`config.mk`:
```
export PLATFORM = sky130hd
export DESIGN_NAME = regex_infix_to_postfix_unit_flat
export DESIGN_NICKNAME = d
export VERILOG_FILES = /design/src/sv/rxp_pkg.sv /design/src/sv/rxp_req_if.sv /design/src/sv/rxp_rsp_if.sv /design/src/sv/regex_infix_to_postfix_unit.sv /design/src/sv/rxp_opstack.sv /design/src/flat_wrapper.sv
export SDC_FILE = /design/constraint.sdc
export NUM_CORES = 1
export LEC_CHECK = 0
export ABC_CLOCK_PERIOD_IN_PS = 12200
export BUFFER_PORTS_ARGS = -buffer_cell sky130_fd_sc_hd__buf_2
export CORE_ASPECT_RATIO = 0.6
export CORE_MARGIN = 5
export CORE_UTILIZATION = 24
export DETAILED_ROUTE_END_ITERATION = 10
export HOLD_SLACK_MARGIN = 0.03
export PLACE_DENSITY_LB_ADDON = 0.08
export SLEW_MARGIN = 15
export SYNTH_ARGS = -nofsm -noshare
export SYNTH_HDL_FRONTEND = slang
export SYNTH_SLANG_ARGS = --single-unit
export TNS_END_PERCENT = 100
```
`constraint.sdc`:
```
create_clock -name clock -period 12.2 [get_ports clock]
set_input_delay 0.61 -clock clock [delete_from_list [all_inputs] [get_ports clock]]
set_output_delay 0.61 -clock clock [all_outputs]
set_load 0.05 [all_outputs]
```
`src/sv/rxp_pkg.sv`:
```
// ----------------------------------------------------------------------------
// rxp_pkg
// Shared types, character codes and helpers for the regex infix-to-postfix
// converter.
// ----------------------------------------------------------------------------
`default_nettype none

package rxp_pkg;

   localparam int STACK_DEPTH = 32;
   localparam int MAX_RESULTS = 40;
   localparam int STACK_IDX_W = $clog2(STACK_DEPTH);
   localparam int STACK_CNT_W = $clog2(STACK_DEPTH + 1);
   localparam int RESULT_CNT_W = $clog2(MAX_RESULTS + 1);

   localparam logic [7:0] CH_NUL   = 8'h00;
   localparam logic [7:0] CH_STAR  = 8'h2A;
   localparam logic [7:0] CH_ALT   = 8'h7C;
   localparam logic [7:0] CH_CAT   = 8'h2E;
   localparam logic [7:0] CH_OPEN  = 8'h28;
   localparam logic [7:0] CH_CLOSE = 8'h29;

   localparam logic [1:0] ST_OK         = 2'd0;
   localparam logic [1:0] ST_OVERFLOW   = 2'd1;
   localparam logic [1:0] ST_UNMATCHED  = 2'd2;

   // Operator code doubles as its precedence
   typedef enum logic [1:0] {
      OP_OPEN = 2'd0,
      OP_ALT  = 2'd1,
      OP_CAT  = 2'd2,
      OP_STAR = 2'd3
   } op_code_type;

   typedef enum logic [2:0] {
      S_IDLE,
      S_DISPATCH,
      S_POP_ALT,
      S_POP_CLOSE,
      S_CAT,
      S_FLUSH
   } seq_state_type;

   typedef struct packed {
      logic        push;
      logic        pop;
      op_code_type code;
   } stack_ctl_type;

   function automatic logic [7:0] code_sym(input op_code_type code);
      logic [7:0] sym;
      unique case (code)
         OP_OPEN: sym = CH_OPEN;
         OP_ALT:  sym = CH_ALT;
         OP_CAT:  sym = CH_CAT;
         OP_STAR: sym = CH_STAR;
         default: sym = CH_NUL;
      endcase
      return sym;
   endfunction

endpackage

`default_nettype wire

```
`src/sv/rxp_req_if.sv`:
```
// ----------------------------------------------------------------------------
// rxp_req_if
// Input channel: one regex character and its lookahead per transaction.
// ----------------------------------------------------------------------------
`default_nettype none

interface rxp_req_if;
   logic       valid;
   logic       ready;
   logic [7:0] ch;
   logic [7:0] next_ch;

   modport source (output valid, output ch, output next_ch, input ready);
   modport sink   (input valid, input ch, input next_ch, output ready);
endinterface

`default_nettype wire

```
`src/sv/rxp_rsp_if.sv`:
```
// ----------------------------------------------------------------------------
// rxp_rsp_if
// Result channel: one postfix symbol with end flag and status per transaction.
// ----------------------------------------------------------------------------
`default_nettype none

interface rxp_rsp_if;
   logic       valid;
   logic       ready;
   logic [7:0] sym;
   logic       end_of_expr;
   logic [1:0] status;

   modport source (output valid, output sym, output end_of_expr, output status,
                   input ready);
   modport sink   (input valid, input sym, input end_of_expr, input status,
                   output ready);
endinterface

`default_nettype wire

```
`src/sv/regex_infix_to_postfix_unit.sv`:
```
// ----------------------------------------------------------------------------
// regex_infix_to_postfix_unit
// Shunting-yard conversion of a regular expression to postfix form.
// ----------------------------------------------------------------------------
// One character (with its lookahead) is taken per transaction when req_chan
// is ready. A small sequencer then works through it, one step a cycle: a
// dispatch step, one step per operator popped from the stack, one more step
// for an alternation (its push) or a closing parenthesis (dropping the open
// parenthesis or flagging it unmatched), a step for the implicit
// concatenation, and when the lookahead is zero one step per flushed
// operator plus one for the terminator. Every step is a single compare
// against the stack top and the result register, so a stalled result side
// holds the sequencer.
// Results go out through a registered output stage.
// ----------------------------------------------------------------------------
`default_nettype none

module regex_infix_to_postfix_unit
   import rxp_pkg::*;
(
   input  wire logic clock,
   input  wire logic reset,
   rxp_req_if.sink   req_chan,
   rxp_rsp_if.source rsp_chan
);

   seq_state_type           state_ff, state_in;
   logic [7:0]              ch_ff, nx_ff;
   logic                    cat_after_ff, cat_need_ff;
   logic                    cat_after_c, cat_need_c;

   logic                    rsp_valid_ff;
   logic [7:0]              rsp_sym_ff;
   logic                    rsp_end_ff;
   logic [1:0]              rsp_status_ff;
   logic [RESULT_CNT_W-1:0] res_cnt_ff;

   stack_ctl_type           ctl;
   logic [STACK_CNT_W-1:0]  count;
   op_code_type             top;
   logic                    empty, full;

   logic                    accept, step;
   logic                    emit;
   logic [7:0]              emit_sym;
   logic                    emit_end;
   logic [1:0]              emit_status;

   rxp_opstack u_opstack (
      .clock (clock),
      .reset (reset),
      .ctl   (ctl),
      .count (count),
      .top   (top)
   );

   assign empty = (count == '0);
   assign full  = (count >= STACK_CNT_W'(STACK_DEPTH));

   assign req_chan.ready = (state_ff == S_IDLE);
   assign accept         = req_chan.valid && req_chan.ready;
   // hold the sequencer while a result waits
   assign step           = (state_ff != S_IDLE) && (!rsp_valid_ff || rsp_chan.ready);

   always_comb begin
      cat_after_c = (req_chan.ch != CH_ALT) && (req_chan.ch != CH_CLOSE) &&
                    (req_chan.ch != CH_OPEN) && (req_chan.next_ch != CH_ALT) &&
                    (req_chan.next_ch != CH_CLOSE) && (req_chan.next_ch != CH_STAR) &&
                    (req_chan.next_ch != CH_NUL);
      cat_need_c  = cat_after_c ||
                    ((req_chan.ch == CH_CLOSE) && (req_chan.next_ch != CH_CLOSE) &&
                     (req_chan.next_ch != CH_STAR) && (req_chan.next_ch != CH_ALT) &&
                     (req_chan.next_ch != CH_NUL));
   end

   always_ff @(posedge clock) begin
      if (accept) begin
         ch_ff        <= req_chan.ch;
         nx_ff        <= req_chan.next_ch;
         cat_after_ff <= cat_after_c;
         cat_need_ff  <= cat_need_c;
      end
   end

   always_ff @(posedge clock) begin
      if (reset) begin
         state_ff <= S_IDLE;
      end else begin
         state_ff <= state_in;
      end
   end

   always_comb begin
      state_in    = state_ff;
      ctl         = '{push: 1'b0, pop: 1'b0, code: OP_OPEN};
      emit        = 1'b0;
      emit_sym    = CH_NUL;
      emit_end    = 1'b0;
      emit_status = ST_OK;

      if (accept) begin
         state_in = S_DISPATCH;
      end

      if (step) begin
         unique case (state_ff)
            S_DISPATCH: begin
               priority if (ch_ff == CH_NUL) begin
                  state_in = S_FLUSH;
               end else if (ch_ff == CH_ALT) begin
                  state_in = S_POP_ALT;
               end else if (ch_ff == CH_CLOSE) begin
                  state_in = S_POP_CLOSE;
               end else if (ch_ff == CH_STAR && cat_after_ff) begin
                  emit     = 1'b1;
                  emit_sym = CH_STAR;
                  state_in = S_CAT;
               end else if (ch_ff == CH_STAR || ch_ff == CH_OPEN) begin
                  ctl.code = (ch_ff == CH_STAR) ? OP_STAR : OP_OPEN;
                  if (full) begin
                     emit        = 1'b1;
                     emit_sym    = code_sym(ctl.code);
                     emit_status = ST_OVERFLOW;
                  end else begin
                     ctl.push = 1'b1;
                  end
                  state_in = S_CAT;
               end else begin
                  emit     = 1'b1;
                  emit_sym = ch_ff;
                  state_in = S_CAT;
               end
            end
            S_POP_ALT: begin
               if (!empty && top > OP_ALT) begin
                  ctl.pop  = 1'b1;
                  emit     = 1'b1;
                  emit_sym = code_sym(top);
               end else begin
                  ctl.code = OP_ALT;
                  if (full) begin
                     emit        = 1'b1;
                     emit_sym    = CH_ALT;
                     emit_status = ST_OVERFLOW;
                  end else begin
                     ctl.push = 1'b1;
                  end
                  state_in = S_CAT;
               end
            end
            S_POP_CLOSE: begin
               priority if (!empty && top != OP_OPEN) begin
                  ctl.pop  = 1'b1;
                  emit     = 1'b1;
                  emit_sym = code_sym(top);
               end else if (empty) begin
                  emit        = 1'b1;
                  emit_sym    = CH_CLOSE;
                  emit_status = ST_UNMATCHED;
                  state_in    = S_CAT;
               end else begin
                  // drop the matching open parenthesis
                  ctl.pop  = 1'b1;
                  state_in = S_CAT;
               end
            end
            S_CAT: begin
               if (cat_need_ff) begin
                  ctl.code = OP_CAT;
                  if (full) begin
                     emit        = 1'b1;
                     emit_sym    = CH_CAT;
                     emit_status = ST_OVERFLOW;
                  end else begin
                     ctl.push = 1'b1;
                  end
               end
               state_in = (nx_ff == CH_NUL) ? S_FLUSH : S_IDLE;
            end
            S_FLUSH: begin
               if (!empty) begin
                  ctl.pop  = 1'b1;
                  emit     = 1'b1;
                  emit_sym = code_sym(top);
               end else begin
                  emit     = 1'b1;
                  emit_sym = CH_NUL;
                  emit_end = 1'b1;
                  state_in = S_IDLE;
               end
            end
            default: begin
               state_in = S_IDLE;
            end
         endcase
      end
   end

   // results beyond the per-character cap are dropped
   always_ff @(posedge clock) begin
      if (reset) begin
         rsp_valid_ff <= 1'b0;
         res_cnt_ff   <= '0;
      end else begin
         if (accept) begin
            res_cnt_ff <= '0;
         end
         if (emit && res_cnt_ff < RESULT_CNT_W'(MAX_RESULTS)) begin
            rsp_valid_ff <= 1'b1;
            res_cnt_ff   <= res_cnt_ff + RESULT_CNT_W'(1);
         end else if (rsp_chan.ready) begin
            rsp_valid_ff <= 1'b0;
         end
      end
   end

   always_ff @(posedge clock) begin
      if (emit && res_cnt_ff < RESULT_CNT_W'(MAX_RESULTS)) begin
         rsp_sym_ff    <= emit_sym;
         rsp_end_ff    <= emit_end;
         rsp_status_ff <= emit_status;
      end
   end

   assign rsp_chan.valid       = rsp_valid_ff;
   assign rsp_chan.sym         = rsp_sym_ff;
   assign rsp_chan.end_of_expr = rsp_end_ff;
   assign rsp_chan.status      = rsp_status_ff;

endmodule

`default_nettype wire

```
`src/sv/rxp_opstack.sv`:
```
// ----------------------------------------------------------------------------
// rxp_opstack
// Operator stack: push and pop one entry a cycle, top entry visible.
// ----------------------------------------------------------------------------
`default_nettype none

module rxp_opstack
   import rxp_pkg::*;
(
   input  wire logic                   clock,
   input  wire logic                   reset,
   input  wire stack_ctl_type          ctl,
   output      logic [STACK_CNT_W-1:0] count,
   output      op_code_type            top
);

   op_code_type            stack_ff [STACK_DEPTH];
   logic [STACK_CNT_W-1:0] count_ff;
   logic [STACK_CNT_W-1:0] count_in;
   logic [STACK_CNT_W-1:0] top_pos;

   always_comb begin
      count_in = count_ff;
      if (ctl.push) begin
         count_in = count_ff + STACK_CNT_W'(1);
      end else if (ctl.pop) begin
         count_in = count_ff - STACK_CNT_W'(1);
      end
   end

   always_ff @(posedge clock) begin
      if (reset) begin
         count_ff <= '0;
      end else begin
         count_ff <= count_in;
      end
   end

   // storage needs no reset: only entries below the count are read
   always_ff @(posedge clock) begin
      if (ctl.push) begin
         stack_ff[count_ff[STACK_IDX_W-1:0]] <= ctl.code;
      end
   end

   assign top_pos = count_ff - STACK_CNT_W'(1);
   assign top     = stack_ff[top_pos[STACK_IDX_W-1:0]];
   assign count   = count_ff;

endmodule

`default_nettype wire

```
`src/flat_wrapper.sv`:
```
// flat-port wrapper written by rule: the top's interface ports become plain ports
module regex_infix_to_postfix_unit_flat import rxp_pkg::*;
  (clock, reset, req_chan_valid, req_chan_ch, req_chan_next_ch, req_chan_ready, rsp_chan_valid, rsp_chan_sym, rsp_chan_end_of_expr, rsp_chan_status, rsp_chan_ready);
  rxp_req_if req_chan_i ();
  rxp_rsp_if rsp_chan_i ();
  input  wire logic clock;
  input  wire logic reset;
  input wire logic [$bits(req_chan_i.valid)-1:0] req_chan_valid;
  input wire logic [$bits(req_chan_i.ch)-1:0] req_chan_ch;
  input wire logic [$bits(req_chan_i.next_ch)-1:0] req_chan_next_ch;
  output wire logic [$bits(req_chan_i.ready)-1:0] req_chan_ready;
  output wire logic [$bits(rsp_chan_i.valid)-1:0] rsp_chan_valid;
  output wire logic [$bits(rsp_chan_i.sym)-1:0] rsp_chan_sym;
  output wire logic [$bits(rsp_chan_i.end_of_expr)-1:0] rsp_chan_end_of_expr;
  output wire logic [$bits(rsp_chan_i.status)-1:0] rsp_chan_status;
  input wire logic [$bits(rsp_chan_i.ready)-1:0] rsp_chan_ready;
  assign req_chan_i.valid = req_chan_valid;
  assign req_chan_i.ch = req_chan_ch;
  assign req_chan_i.next_ch = req_chan_next_ch;
  assign req_chan_ready = req_chan_i.ready;
  assign rsp_chan_valid = rsp_chan_i.valid;
  assign rsp_chan_sym = rsp_chan_i.sym;
  assign rsp_chan_end_of_expr = rsp_chan_i.end_of_expr;
  assign rsp_chan_status = rsp_chan_i.status;
  assign rsp_chan_i.ready = rsp_chan_ready;
  regex_infix_to_postfix_unit u_core (.clock(clock), .reset(reset), .req_chan(req_chan_i), .rsp_chan(rsp_chan_i));
endmodule
```
==> summary.txt <==
Run status
  • Status: finished, final reports clean

Route
  • Via density per instance: approximately 4.8
  • WL/cell: around 19 um
  • DRT Pass-1 Iters: 4
  • Initial DRC Count: between 300 and 400
  • Post-route DRC: 0
  • Post-route ant nets: 0
  • Vias: 3564
  • Final WL: 13930 um

Yosys
  • Synth area leader: edfxtp_1
  • Ys async rst share: 0%
  • Synth Flop Type: edfxtp_1
  • Compound-Gate Fraction of Synth Area: a little over a tenth
  • Synthesized area: about 5300 um2
  • Largest family of logic cells by synthesized area: simple AND/OR/NAND/NOR gates
  • Mux cell area share after synthesis: a little under a tenth
  • Fraction of the mapped netlist area in adder cells: under 10%
  • Synth Area in XOR/XNOR: less than 1%
  • Simple-gate share of the synthesized area: between 10% and 20%
  • Synthesis Warnings: 0
  • Distinct cells, synth: 56
  • Sequential fraction of the synthesis area: between 50% and 60%
  • Largest cells by area after synthesis: edfxtp_1 (53%), dfxtp_1 (6.1%), mux4_2 (4.3%), mux4_1 (4.0%), nor2_1 (3.9%)
  • Post-synth EDFFs: 93
  • Syn Nets: 454
  • Mapped Avg Cell Area: between 10 and 15 um2
  • Mapped Cells: between 400 and 500
  • Yosys reg bits: about 110
  • Top cell type's share of synthesized area: 52.90%

Finish
  • N_diodes: 0
  • Register area: roughly 3100 um2
  • P&R area growth vs syn: 14.46%
  • Final core utilization: roughly 28%
  • Share of layout cells above drive strength 1: between 10% and 20%
  • FILL cells: approximately 2300
  • Nets: 480
  • Area occupied by multi-input gates: approximately 2000 um2

Clock tree
  • Root Buffer: clkbuf_16
  • Clock transition at path regs: around 0.08 ns
  • Clk_lat worst skew: between 0.3 and 0.4 ns
  • CTS buffer count: 9
  • CTS resizes: 0
  • Clock Sink Count: approximately 110
  • Setup Buffers After CTS: 0
  • H-tree levels: 3
  • TritonCTS clock tree: built
  • CTS Buffer Depth: 2
  • Post-CTS Hold Fix Bufs: 0

Power
  • Final Power: roughly 740 uW
  • Power per cell area: between 100 and 150 nW/um2
  • Lkg Pwr: 2.016 nW
  • Peak supply drop: 0.00006006 V

Critical path
  • Worst setup SP type: flip-flop
  • Crit path kind: reg -> reg
  • Max FO, Critical Path: 24
  • Setup crit end kind: flip-flop
  • Crit path DAT: 5.45 ns
  • Critical Path RT: ~12 ns

Die
  • Core Box Area: approximately 22000 um2
  • Num ports: 33
  • Initial Util: ~24%
  • Die ar.: approximately 25000 um2
  • Die Y: ~120 um
  • Die Width: between 200 and 250 um
  • # rows: 42

Global routing
  • Vias in the first global route: ~3400
  • Initial antenna violation count: 0
  • GRT Util Overall: roughly 11%
  • First-pass GRT wire length: 21620 um
  • Grt ovf: 0
  • Largest net degree at the start of global routing: 33

STA
  • Fmax: 0.1839 GHz
  • Fin Clk Skew: roughly 0.012 ns
  • Setup TNS Final: 0 ns
  • Final worst slack: about 6.8 ns
  • # setup viols final: 0
  • RSZ-0062 raised after global routing: false
  • Max Slew Vio Count: 0
  • Hold Vio Cnt, Final: 0
  • Rel. slew slack: roughly a quarter
  • Period utilisation layout: 44.57%
  • Slew @ Worst Pin: 1.138 ns
  • Final Critical Period: between 5 and 6 ns

Min path
  • HP Class: in -> reg

Placed design
  • GPL Wtd Cong: just over 0.8
  • Port Buffer Count: 32
  • Place WS: approximately 6.9 ns
  • Post-DP HPWL: around 10000 um

Flow run
  • MaxCap Viol Count: 0
cell type report:
type,instances,share of cell area (%)
Timing Repair Buffer,34,2.899
Sequential cell,109,51.52
Tap cell,286,5.923
Inverter,13,0.8076
Multi-Input combinational cell,285,33.73
Clock inverter,7,1.387
Clock buffer,9,3.727
layer usage:
layer  GRT usage, %  wire [um]  up-vias
met5              0          0        -
met4          2.410        138        0
met3          3.071        812       11
met2          13.27       5124       83
met1          19.14       7852     1778
li1               -          -     1692
final timing paths:
check,start,end,slack [ns],cells past startpoint
worst max-delay path,u_core.u_opstack.count[0]$_SDFFE_PP0P_,u_core.rsp_chan.sym[2]$_SDFFCE_PN0P_,6.76,15
worst max register to register,u_core.u_opstack.count[0]$_SDFFE_PP0P_,u_core.rsp_chan.sym[2]$_SDFFCE_PN0P_,6.76,15
worst min register to register,u_core.res_cnt_ff[0]$_SDFFE_PP0P_,u_core.res_cnt_ff[0]$_SDFFE_PP0P_,0.53,2
worst min-delay path,req_chan_ch[1],u_core.ch_ff[1]$_DFFE_PP_,0.44,1
stage by stage:
stage          instances  instance area [um2]  hold WS (ns)
6_report             743                 6042        0.4420
5_1_grt              743                 6042        0.4289
4_1_cts              743                 6042        0.4246
3_5_place_dp         727                 5733        0.5195
3_3_place_gp         727                 5733        0.5231
2_1_floorplan        426                 5279        0.4857
synthesized netlist by cell type, types with 8 or more instances:
cell / count
nand3_1: 12
clkbuf_1: 13
a31oi_1: 9
mux4_2: 10
edfxtp_1: 93
mux4_1: 8
ha_1: 8
nor3_1: 13
nand2_1: 34
a21oi_1: 23
inv_1: 13
nor2_1: 55
dfxtp_1: 16
o211ai_1: 15
o21ai_0: 11
layout by cell type (no fill, tap or decap), drive strengths merged, types with 6 or more instances in the layout:
cell    instances
a31oi           9
o21ai          12
nand3          12
o211ai         15
or3             6
a21oi          24
nor3           13
edfxtp         93
inv            18
buf            34
nor2           55
ha              8
mux4           18
nand2          34
dfxtp          16
nor3b           6
clkbuf          9
worst max-delay path: stages, from the launching register on:
cell	delay, ns
dfxtp_1	0.31
buf_4	0.36
inv_1	0.17
ha_1	0.88
mux4_1	0.45
mux2_2	0.28
or3_1	0.30
and4_4	0.25
inv_1	0.17
ha_1	0.23
inv_1	0.08
a31oi_1	0.19
o211ai_1	0.11
a21oi_1	0.18
a21boi_1	0.71
nor2_1	0.43
flip-flops by register name (all words and copies together), names as in the netlist:
register	cells
u_core.rsp_chan.end_of_expr	1
u_core.u_opstack.count	6
u_core.nx_ff	8
u_core.cat_need_ff	1
u_core.rsp_chan.sym	8
u_core.rsp_chan.status	2
u_core.state_ff	3
u_core.res_cnt_ff	6
u_core.ch_ff	8
u_core.u_opstack.stack_ff	64
u_core.cat_after_ff	1
u_core.rsp_chan.valid	1
cells by family after synthesis:
kind of cell	count (synthesis)
compound gates	83
xor+xnor	6
fa+ha+maj	8
buf+inv	32
flops	109
mux	24
simple gates	164
power breakdown:
part	total (mW)	internal, mW	switching [mW]
registers	0.408	0.404	0.00371
logic	0.0277	0.00838	0.0193
clock network	0.302	0.148	0.154
total	0.738	0.561	0.177
No activity file was read; power rests on OpenSTA's default activity.
